## config.mk

```make
export PLATFORM = sky130hd
export DESIGN_NAME = bus_call_byte_receive_framer
export DESIGN_NICKNAME = d
export VERILOG_FILES = /design/src/bcf_pkg.sv /design/src/bcf_ram.sv /design/src/bcf_cmd_fifo.sv /design/src/bcf_front.sv /design/src/bcf_back.sv /design/src/bus_call_byte_receive_framer.sv
export SDC_FILE = /design/constraint.sdc
export NUM_CORES = 1
export LEC_CHECK = 0
export BUFFER_PORTS_ARGS = -buffer_cell sky130_fd_sc_hd__buf_4
export CORE_MARGIN = 3
export CORE_UTILIZATION = 38
export DETAILED_ROUTE_END_ITERATION = 6
export GPL_TIMING_DRIVEN = 0
export PLACE_DENSITY = 0.51
export REMOVE_ABC_BUFFERS = 1
export SYNTH_ARGS = -nofsm -noshare
export SYNTH_HDL_FRONTEND = slang
export SYNTH_HIERARCHICAL = 1
export SYNTH_SLANG_ARGS = --single-unit
```

## constraint.sdc

```tcl
create_clock -name clk -period 9.4 [get_ports clk]
set_input_delay 0.94 -clock clk [delete_from_list [all_inputs] [get_ports clk]]
set_output_delay 0.94 -clock clk [all_outputs]
set_load 0.05 [all_outputs]
```

## src/bcf_pkg.sv

```systemverilog
// Types and constants shared by the receive framer modules.
`timescale 1ns / 1ps
package bcf_pkg;

  localparam int CNT_W = 5;

  localparam logic [2:0] EV_BYTE       = 3'd0;
  localparam logic [2:0] EV_INQ        = 3'd1;
  localparam logic [2:0] EV_INQ_OK     = 3'd2;
  localparam logic [2:0] EV_ACK        = 3'd3;
  localparam logic [2:0] EV_XOR        = 3'd4;
  localparam logic [2:0] EV_STATION_TO = 3'd5;
  localparam logic [2:0] EV_SLOT_LOST  = 3'd6;

  localparam logic [1:0] CFG_OWN_ADDR  = 2'd0;
  localparam logic [1:0] CFG_CHAR_TO   = 2'd1;
  localparam logic [1:0] CFG_SLOT_TO   = 2'd2;
  localparam logic [1:0] CFG_SLOT_LTO  = 2'd3;

  localparam logic [1:0] KIND_ACK      = 2'b00;
  localparam logic [1:0] KIND_INQ      = 2'b10;

  localparam logic [7:0] BC_CALL       = 8'h60;
  localparam logic [7:0] BC_HEADER     = 8'h61;
  localparam logic [7:0] BC_PROG_ON    = 8'h02;
  localparam logic [7:0] BC_PROG_OFF   = 8'h01;

  localparam logic [3:0]  CHAR_TMR_MAX = 4'hF;
  localparam logic [13:0] SLOT_TMR_MAX = 14'h3FFF;

  // One request from the classifier to the output sequencer.
  typedef struct packed {
    logic             is_dump;  // emit stored message bytes 1..cnt
    logic [2:0]       ev;       // event code for a single result
    logic [CNT_W-1:0] cnt;      // index of the last stored byte to emit
  } cmd_t;

endpackage

```

## src/bcf_ram.sv

```systemverilog
// Generic single-write, single-read RAM with registered read data.
`timescale 1ns / 1ps
module bcf_ram #(
  parameter int WIDTH = 8,
  parameter int DEPTH = 32,
  localparam int AW = $clog2(DEPTH)
) (
  input  logic             clk,
  input  logic             we,
  input  logic [AW-1:0]    waddr,
  input  logic [WIDTH-1:0] wdata,
  input  logic             re,
  input  logic [AW-1:0]    raddr,
  output logic [WIDTH-1:0] rdata
);

  logic [WIDTH-1:0] mem [DEPTH];
  logic [WIDTH-1:0] rdata_r;

  always_ff @(posedge clk) begin
    if (we) begin
      mem[waddr] <= wdata;
    end
    if (re) begin
      rdata_r <= mem[raddr];
    end
  end

  assign rdata = rdata_r;

endmodule

```

## src/bcf_cmd_fifo.sv

```systemverilog
// Two-entry request queue between the classifier and the output sequencer.
`timescale 1ns / 1ps
module bcf_cmd_fifo
  import bcf_pkg::*;
(
  input  logic clk,
  input  logic rst_n,
  input  logic push,
  input  cmd_t push_data,
  output logic full,
  input  logic pop,
  output logic valid,
  output cmd_t data
);

  cmd_t       entry_r [2];
  logic       wptr_r, wptr_nxt;
  logic       rptr_r, rptr_nxt;
  logic [1:0] fill_r, fill_nxt;

  always_comb begin
    wptr_nxt = wptr_r;
    rptr_nxt = rptr_r;
    fill_nxt = fill_r;
    if (push) begin
      wptr_nxt = ~wptr_r;
    end
    if (pop) begin
      rptr_nxt = ~rptr_r;
    end
    if (push && !pop) begin
      fill_nxt = fill_r + 2'd1;
    end else if (pop && !push) begin
      fill_nxt = fill_r - 2'd1;
    end
  end

  always_ff @(posedge clk) begin
    if (!rst_n) begin
      wptr_r <= 1'b0;
      rptr_r <= 1'b0;
      fill_r <= 2'd0;
    end else begin
      wptr_r <= wptr_nxt;
      rptr_r <= rptr_nxt;
      fill_r <= fill_nxt;
    end
  end

  always_ff @(posedge clk) begin
    if (push) begin
      entry_r[wptr_r] <= push_data;
    end
  end

  assign full  = fill_r[1];
  assign valid = (fill_r != 2'd0);
  assign data  = entry_r[rptr_r];

endmodule

```

## src/bcf_front.sv

```systemverilog
// Classifier: accepts characters and ticks, keeps bus state, stores message bytes.
`timescale 1ns / 1ps
module bcf_front
  import bcf_pkg::*;
#(
  parameter int AW = 5
) (
  input  logic          clk,
  input  logic          rst_n,
  input  logic          in_tvalid,
  output logic          in_tready,
  input  logic [15:0]   in_tdata,
  input  logic [1:0]    in_tuser,
  input  logic          cfg_we,
  input  logic [1:0]    cfg_addr,
  input  logic [13:0]   cfg_wdata,
  output logic          ram_we,
  output logic [AW-1:0] ram_waddr,
  output logic [7:0]    ram_wdata,
  output logic          cmd_push,
  output cmd_t          cmd_data,
  input  logic          q_full,
  input  logic          dump_done
);

  logic [4:0]       own_addr_r;
  logic [3:0]       char_to_r;
  logic [13:0]      slot_to_r;
  logic [13:0]      slot_lto_r;

  logic             recv_r, recv_nxt;
  logic [CNT_W-1:0] count_r, count_nxt;
  logic [7:0]       xor_r, xor_nxt;
  logic [3:0]       char_tmr_r, char_tmr_nxt;
  logic [13:0]      slot_tmr_r, slot_tmr_nxt;
  logic             slot_err_r, slot_err_nxt;
  logic             prog_r, prog_nxt;
  logic             longer_r, longer_nxt;
  logic             dump_pend_r, dump_pend_nxt;
  logic [7:0]       b0_r, b0_nxt;
  logic [7:0]       b1_r, b1_nxt;
  logic [7:0]       b2_r, b2_nxt;

  logic             accept;
  logic             is_tick, is_call, host;
  logic [7:0]       d;
  logic [3:0]       char_inc;
  logic [13:0]      slot_inc;
  logic [CNT_W-1:0] msg_len;
  logic [7:0]       third;
  logic [7:0]       xor_new;

  assign in_tready = !q_full && !dump_pend_r;
  assign accept    = in_tvalid && in_tready;
  assign is_tick   = in_tuser[0];
  assign is_call   = in_tuser[1];
  assign d         = in_tdata[7:0];
  assign host      = in_tdata[8];

  assign char_inc  = (char_tmr_r != CHAR_TMR_MAX) ? char_tmr_r + 4'd1 : char_tmr_r;
  assign slot_inc  = (slot_tmr_r != SLOT_TMR_MAX) ? slot_tmr_r + 14'd1 : slot_tmr_r;
  assign msg_len   = {1'b0, b1_r[3:0]} + CNT_W'(3);
  assign third     = (count_r == CNT_W'(2)) ? d : b2_r;
  assign xor_new   = xor_r ^ d;

  assign ram_we    = accept && !is_tick && !is_call && recv_r;
  assign ram_waddr = AW'(count_r);
  assign ram_wdata = d;

  always_comb begin
    recv_nxt      = recv_r;
    count_nxt     = count_r;
    xor_nxt       = xor_r;
    char_tmr_nxt  = char_tmr_r;
    slot_tmr_nxt  = slot_tmr_r;
    slot_err_nxt  = slot_err_r;
    prog_nxt      = prog_r;
    longer_nxt    = longer_r;
    b0_nxt        = b0_r;
    b1_nxt        = b1_r;
    b2_nxt        = b2_r;
    dump_pend_nxt = dump_pend_r && !dump_done;
    cmd_push      = 1'b0;
    cmd_data      = '0;

    if (accept) begin
      if (is_tick) begin
        char_tmr_nxt = char_inc;
        slot_tmr_nxt = slot_inc;
        if (recv_r && char_inc >= char_to_r) begin
          recv_nxt     = 1'b0;
          count_nxt    = '0;
          char_tmr_nxt = '0;
          cmd_push     = host;
          cmd_data.ev  = EV_STATION_TO;
        end else if (!slot_err_r && ((slot_inc >= slot_to_r && !longer_r) ||
                                     slot_inc >= slot_lto_r)) begin
          slot_err_nxt = 1'b1;
          recv_nxt     = 1'b0;
          count_nxt    = '0;
          cmd_push     = host;
          cmd_data.ev  = EV_SLOT_LOST;
        end
      end else begin
        char_tmr_nxt = '0;
        if (is_call) begin
          // Only our own or the broadcast address, and only with even parity.
          if ((d[4:0] == own_addr_r || d[4:0] == 5'd0) && !(^d)) begin
            case (d[6:5])
              KIND_INQ: begin
                cmd_push     = 1'b1;
                cmd_data.ev  = (slot_tmr_r >= slot_to_r && host) ? EV_INQ_OK : EV_INQ;
                slot_err_nxt = 1'b0;
                longer_nxt   = prog_r;
                slot_tmr_nxt = '0;
              end
              KIND_ACK: begin
                cmd_push    = 1'b1;
                cmd_data.ev = EV_ACK;
              end
              default: begin
                if (recv_r) begin
                  recv_nxt    = 1'b0;
                  count_nxt   = '0;
                  cmd_push    = host;
                  cmd_data.ev = EV_STATION_TO;
                end
                if (host) begin
                  recv_nxt  = 1'b1;
                  count_nxt = CNT_W'(1);
                  xor_nxt   = '0;
                  b0_nxt    = d;
                end
              end
            endcase
          end
        end else if (recv_r) begin
          count_nxt = count_r + CNT_W'(1);
          xor_nxt   = xor_new;
          if (count_r == CNT_W'(1)) begin
            b1_nxt = d;
          end
          if (count_r == CNT_W'(2)) begin
            b2_nxt = d;
          end
          // The length is known once the second byte is stored.
          if (count_r >= CNT_W'(2) && (count_r + CNT_W'(1)) >= msg_len) begin
            recv_nxt  = 1'b0;
            count_nxt = '0;
            cmd_push  = 1'b1;
            if (xor_new != 8'd0) begin
              cmd_data.ev = EV_XOR;
            end else begin
              cmd_data.is_dump = 1'b1;
              cmd_data.ev      = EV_BYTE;
              cmd_data.cnt     = count_r;
              dump_pend_nxt    = 1'b1;
              if (b0_r == BC_CALL && b1_r == BC_HEADER) begin
                if (third == BC_PROG_ON) begin
                  prog_nxt   = 1'b1;
                  longer_nxt = 1'b1;
                end else if (third == BC_PROG_OFF) begin
                  prog_nxt   = 1'b0;
                  longer_nxt = 1'b0;
                end
              end
            end
          end
        end
      end
    end
  end

  always_ff @(posedge clk) begin
    if (!rst_n) begin
      own_addr_r  <= 5'd1;
      char_to_r   <= 4'd2;
      slot_to_r   <= 14'd500;
      slot_lto_r  <= 14'd9000;
      recv_r      <= 1'b0;
      count_r     <= '0;
      xor_r       <= '0;
      char_tmr_r  <= '0;
      slot_tmr_r  <= '0;
      slot_err_r  <= 1'b1;
      prog_r      <= 1'b0;
      longer_r    <= 1'b0;
      dump_pend_r <= 1'b0;
    end else begin
      if (cfg_we) begin
        case (cfg_addr)
          CFG_OWN_ADDR: own_addr_r <= cfg_wdata[4:0];
          CFG_CHAR_TO:  char_to_r  <= cfg_wdata[3:0];
          CFG_SLOT_TO:  slot_to_r  <= cfg_wdata;
          CFG_SLOT_LTO: slot_lto_r <= cfg_wdata;
          default: ;
        endcase
      end
      recv_r      <= recv_nxt;
      count_r     <= count_nxt;
      xor_r       <= xor_nxt;
      char_tmr_r  <= char_tmr_nxt;
      slot_tmr_r  <= slot_tmr_nxt;
      slot_err_r  <= slot_err_nxt;
      prog_r      <= prog_nxt;
      longer_r    <= longer_nxt;
      dump_pend_r <= dump_pend_nxt;
    end
  end

  always_ff @(posedge clk) begin
    b0_r <= b0_nxt;
    b1_r <= b1_nxt;
    b2_r <= b2_nxt;
  end

endmodule

```

## src/bcf_back.sv

```systemverilog
// Output sequencer: turns queued requests into result items, reading message bytes.
`timescale 1ns / 1ps
module bcf_back
  import bcf_pkg::*;
#(
  parameter int AW = 5
) (
  input  logic          clk,
  input  logic          rst_n,
  input  logic          q_valid,
  input  cmd_t          q_data,
  output logic          q_pop,
  output logic          ram_re,
  output logic [AW-1:0] ram_raddr,
  input  logic [7:0]    ram_rdata,
  output logic          dump_done,
  output logic          out_tvalid,
  input  logic          out_tready,
  output logic [7:0]    out_tdata,
  output logic [2:0]    out_tuser,
  output logic          out_tlast
);

  localparam logic [1:0] ST_IDLE = 2'd0;
  localparam logic [1:0] ST_READ = 2'd1;
  localparam logic [1:0] ST_LOAD = 2'd2;

  logic [1:0]       state_r, state_nxt;
  logic [CNT_W-1:0] idx_r, idx_nxt;
  logic [CNT_W-1:0] cnt_r, cnt_nxt;
  logic             out_valid_r, out_valid_nxt;
  logic [7:0]       out_byte_r, out_byte_nxt;
  logic [2:0]       out_ev_r, out_ev_nxt;
  logic             out_last_r, out_last_nxt;
  logic             out_free;

  assign out_free  = !out_valid_r || out_tready;
  assign ram_re    = (state_r == ST_READ);
  assign ram_raddr = AW'(idx_r);

  always_comb begin
    state_nxt     = state_r;
    idx_nxt       = idx_r;
    cnt_nxt       = cnt_r;
    out_valid_nxt = out_valid_r && !out_tready;
    out_byte_nxt  = out_byte_r;
    out_ev_nxt    = out_ev_r;
    out_last_nxt  = out_last_r;
    q_pop         = 1'b0;
    dump_done     = 1'b0;
    case (state_r)
      ST_IDLE: begin
        if (q_valid && out_free) begin
          q_pop = 1'b1;
          if (q_data.is_dump) begin
            cnt_nxt   = q_data.cnt;
            idx_nxt   = CNT_W'(1);
            state_nxt = ST_READ;
          end else begin
            out_valid_nxt = 1'b1;
            out_ev_nxt    = q_data.ev;
            out_byte_nxt  = 8'd0;
            out_last_nxt  = 1'b1;
          end
        end
      end
      ST_READ: begin
        state_nxt = ST_LOAD;
      end
      ST_LOAD: begin
        // Read data holds until the next read, so a stalled output just waits here.
        if (out_free) begin
          out_valid_nxt = 1'b1;
          out_ev_nxt    = EV_BYTE;
          out_byte_nxt  = ram_rdata;
          out_last_nxt  = (idx_r == cnt_r);
          if (idx_r == cnt_r) begin
            dump_done = 1'b1;
            state_nxt = ST_IDLE;
          end else begin
            idx_nxt   = idx_r + CNT_W'(1);
            state_nxt = ST_READ;
          end
        end
      end
      default: begin
        state_nxt = ST_IDLE;
      end
    endcase
  end

  always_ff @(posedge clk) begin
    if (!rst_n) begin
      state_r     <= ST_IDLE;
      out_valid_r <= 1'b0;
    end else begin
      state_r     <= state_nxt;
      out_valid_r <= out_valid_nxt;
    end
  end

  always_ff @(posedge clk) begin
    idx_r      <= idx_nxt;
    cnt_r      <= cnt_nxt;
    out_byte_r <= out_byte_nxt;
    out_ev_r   <= out_ev_nxt;
    out_last_r <= out_last_nxt;
  end

  assign out_tvalid = out_valid_r;
  assign out_tdata  = out_byte_r;
  assign out_tuser  = out_ev_r;
  assign out_tlast  = out_last_r;

endmodule

```

## src/bus_call_byte_receive_framer.sv

```systemverilog
// A single result (inquiry, ack, error, timeout) passes from the request queue into the output
// register. A message is emitted from the message RAM after its last character is accepted; the
// sequencer reads each byte through its READ and LOAD states, paced by the registered read.
// Requests are taken every cycle, except while the two-entry request queue is full or a message
// dump of N bytes runs (N <= 17).
// Reset is synchronous and restores control state and configuration; the message RAM is not cleared.
`timescale 1ns / 1ps
module bus_call_byte_receive_framer
  import bcf_pkg::*;
#(
  parameter int STORE_DEPTH = 32
) (
  input  logic        clk,
  input  logic        rst_n,
  input  logic        in_tvalid,
  output logic        in_tready,
  input  logic [15:0] in_tdata,   // [7:0] char_data, [8] host_ready, [15:9] zero
  input  logic [1:0]  in_tuser,   // [0] action, [1] ninth_bit
  output logic        out_tvalid,
  input  logic        out_tready,
  output logic [7:0]  out_tdata,  // [7:0] message_byte
  output logic [2:0]  out_tuser,  // [2:0] event_res
  output logic        out_tlast,
  input  logic        cfg_we,
  input  logic [1:0]  cfg_addr,
  input  logic [13:0] cfg_wdata
);

  localparam int AW = $clog2(STORE_DEPTH);

  logic          ram_we;
  logic [AW-1:0] ram_waddr;
  logic [7:0]    ram_wdata;
  logic          ram_re;
  logic [AW-1:0] ram_raddr;
  logic [7:0]    ram_rdata;
  logic          cmd_push;
  cmd_t          cmd_wr;
  logic          q_full;
  logic          q_pop;
  logic          q_valid;
  cmd_t          cmd_rd;
  logic          dump_done;

  bcf_front #(.AW(AW)) u_front (
    .clk       (clk),
    .rst_n     (rst_n),
    .in_tvalid (in_tvalid),
    .in_tready (in_tready),
    .in_tdata  (in_tdata),
    .in_tuser  (in_tuser),
    .cfg_we    (cfg_we),
    .cfg_addr  (cfg_addr),
    .cfg_wdata (cfg_wdata),
    .ram_we    (ram_we),
    .ram_waddr (ram_waddr),
    .ram_wdata (ram_wdata),
    .cmd_push  (cmd_push),
    .cmd_data  (cmd_wr),
    .q_full    (q_full),
    .dump_done (dump_done)
  );

  bcf_cmd_fifo u_fifo (
    .clk       (clk),
    .rst_n     (rst_n),
    .push      (cmd_push),
    .push_data (cmd_wr),
    .full      (q_full),
    .pop       (q_pop),
    .valid     (q_valid),
    .data      (cmd_rd)
  );

  bcf_ram #(.WIDTH(8), .DEPTH(STORE_DEPTH)) u_store (
    .clk   (clk),
    .we    (ram_we),
    .waddr (ram_waddr),
    .wdata (ram_wdata),
    .re    (ram_re),
    .raddr (ram_raddr),
    .rdata (ram_rdata)
  );

  bcf_back #(.AW(AW)) u_back (
    .clk        (clk),
    .rst_n      (rst_n),
    .q_valid    (q_valid),
    .q_data     (cmd_rd),
    .q_pop      (q_pop),
    .ram_re     (ram_re),
    .ram_raddr  (ram_raddr),
    .ram_rdata  (ram_rdata),
    .dump_done  (dump_done),
    .out_tvalid (out_tvalid),
    .out_tready (out_tready),
    .out_tdata  (out_tdata),
    .out_tuser  (out_tuser),
    .out_tlast  (out_tlast)
  );

endmodule

```

==> metrics <==
drt pass-1 iters 5; Max transition margin 8.54%; # rows 79; Slew Limit Fails 0; worst-case clock buffer depth 3; pre-CTS setup slack 3860 ps; most common cell in the netlist edfxtp_1; Setup Skew 20.1 ps; Port-buffer cells 45; TritonCTS buffer count 44; CTS tree yes; Peak VDD IR 121 uV; Layout Cells excl Fill 1931; Layout area overhead 13.7%; cells after synthesis 1250; number of flops mapped to enable cells by yosys 328; final worst slack 3860 ps; post-DP HPWL 27100 um; Root Buffer clkbuf_16; post-synthesis sequential area ratio 62.7%; hold violation count in the final report 0; Startpoint Class flop; vias per cell 5.33; crit end category flop; largest fanout on the critical path 15; CP cell instances nand4_1 -> nor4_1 -> a31o_2 -> nor2_1 -> xnor2_1 -> ha_1 -> a21oi_1 -> o21ai_0 -> a221oi_1 -> o2111ai_1 -> o21a_1 -> a21boi_0 -> nor2b_1; leakage 7.09 nW; Hold Crit Class reg -> reg; Yosys top cell area share 53.9%; Worst EP arrival 5730 ps; crit path buf inv count 0; CP max stage cell nor2b_1; DR vias 10300; wire per inst 21.3 um; min cycle time layout 5540 ps; initial antenna violation count 0; chip width 225 um; core area 47100 sq um; Seq cells post-synth 409; total power 4.44 mW; final wirelength 41200 um; unrepaired setup endpoints after global routing false; WS Path Type reg -> reg; placer congestion estimate 0.747; io pins 53; initial core utilization 38.9%; setup bufs post-CTS 0; clk_lat worst skew 590 ps; PwrDens 214 nW/um^2; drt drc 0; outcome completed; Nets 1392; reg2reg setup slack 3860 ps; post_cts resized 0; pin count of the biggest net entering global routing 88; cell count after placement 1852; grt ovf 0; area leader, netlist edfxtp_1; global-route wire length before repair 63600 um; share of cells above drive strength 1 18.7%; Syn Std Cell Area 18300 sq um; Post-synth top cells edfxtp_1, nand2_1, dfxtp_1; critical path's top delay family compound AO/OA/AOI/OAI gates; Die Y 225 um; Clock transition at path regs 60 ps; top_reg_cell synth edfxtp_1; setup_tns 0 ps; WP data required 9590 ps; Die Area 50800 sq um; Syn Area/Cell 14.6 sq um; Netlist cell types 69; worst slew pin tran 1370 ps; fmax 181 MHz; DRT iter0 DRCs 747; delay of the slowest critical-path stage 800 ps; Async S/R FF share, synth 0%; clk sinks 409; warnings from Yosys 6; global-route total usage across every layer 16.5%; Final Instance Area 20800 sq um; period utilization 58.9%; hold buffer count at cts 0; final setup fails 0; Post-DRT Antenna Nets 0; total of max-cap violations 0; H-tree depth 2; placed cell area 19400 sq um; Antenna diodes 0; synth top area cells edfxtp_1, mux4_2, dfxtp_1; vias in the first global route 10400
-- worst register-to-register path, stage by stage (launching register included) --
cell and delay (ps):
dfxtp_1 520, nand4_1 340, nor4_1 640, a31o_2 450, nor2_1 100, xnor2_1 180
ha_1 320, a21oi_1 60, o21ai_0 220, a221oi_1 120, o2111ai_1 510, o21a_1 310
a21boi_0 570, nor2b_1 800
-- per-stage QoR --
step	util [%]	hold slack, ps
finish	44.2	467
global route	44.2	489
CTS	44.2	469
detailed placement	41.2	461
global placement	40.6	453
floorplan	-	443
-- power by group --
group | switching [mW] | leakage, nW | internal, mW
Sequential | 0.0647 | 3.61 | 2.02
Combinational | 0.375 | 2.81 | 0.318
Clock | 0.718 | 0.670 | 0.946
-- cell families (layout without fill, tap and decap cells) --
group                      count (synthesis)  count (layout)  share of synthesized area [%]
AOI/OAI and AO/OA                        188             188                           7.09
buffers and inverters                    110             184                           2.67
adders and majority gates                 62              62                           4.24
DFF                                      409             409                           62.7
muxes                                    120             120                           12.2
and+or+nand+nor                          314             314                           8.80
xor gates and xnor gates                  47              47                           2.25
-- worst paths after layout --
check	startpoint	endpoint	cells after the start
min	u_front/slot_lto_r[4]	u_front/slot_lto_r[4]	2
max	u_front/slot_tmr_r[3]	u_fifo/entry_r[0][3]	13
max reg2reg	u_front/slot_tmr_r[3]	u_fifo/entry_r[0][3]	13
min reg2reg	u_front/slot_lto_r[4]	u_front/slot_lto_r[4]	2
-- final cells by class --
type	instances	area (sq um)
flip-flops and latches	409	11500
well taps	607	759
clock inverters	17	163
fillers	4209	26300
multi-input cells	731	6340
inverters	48	180
clock buffers	62	1230
repair buffers	57	646
-- layout by cell type (no fill, tap or decap), drive strengths merged, types with 10 or more instances in the layout --
cell type and n:
a21boi 22, a21oi 29, a31oi 12, and2 25
buf 57, clkbuf 62, clkinv 17, dfxtp 81
edfxtp 328, ha 62, inv 47, mux2 28
mux2i 12, mux4 80, nand2 93, nand2b 10
nand3 24, nor2 64, nor2b 19, nor3 20
o211ai 17, o21ai 41, xnor2 25, xor2 22
-- layer usage --
layer | vias up | part of all wire, % | GRT usage [%]
li1 | 4888 | - | -
met1 | 5200 | 46 | 23.1
met2 | 164 | 48 | 26.7
met3 | 44 | 4.1 | 3.28
met4 | 0 | 1.8 | 4.22
met5 | - | 0 | 0
-- sequential cells by signal, indices dropped and copies added (netlist names), 3 cells and up, named ones only --
| name | cells |
|---|---|
| u_back/cnt_r | 5 |
| u_back/out_tdata | 8 |
| u_back/out_tuser | 3 |
| u_back/ram_raddr | 5 |
| u_fifo/entry_r | 18 |
| u_front/b0_r | 8 |
| u_front/b1_r | 8 |
| u_front/b2_r | 8 |
| u_front/char_tmr_r | 4 |
| u_front/char_to_r | 4 |
| u_front/own_addr_r | 5 |
| u_front/ram_waddr | 5 |
| u_front/slot_lto_r | 14 |
| u_front/slot_tmr_r | 14 |
| u_front/slot_to_r | 14 |
| u_front/xor_r | 8 |
| u_store/mem | 256 |
| u_store/rdata | 8 |
Power figures use the tool's default switching activity.
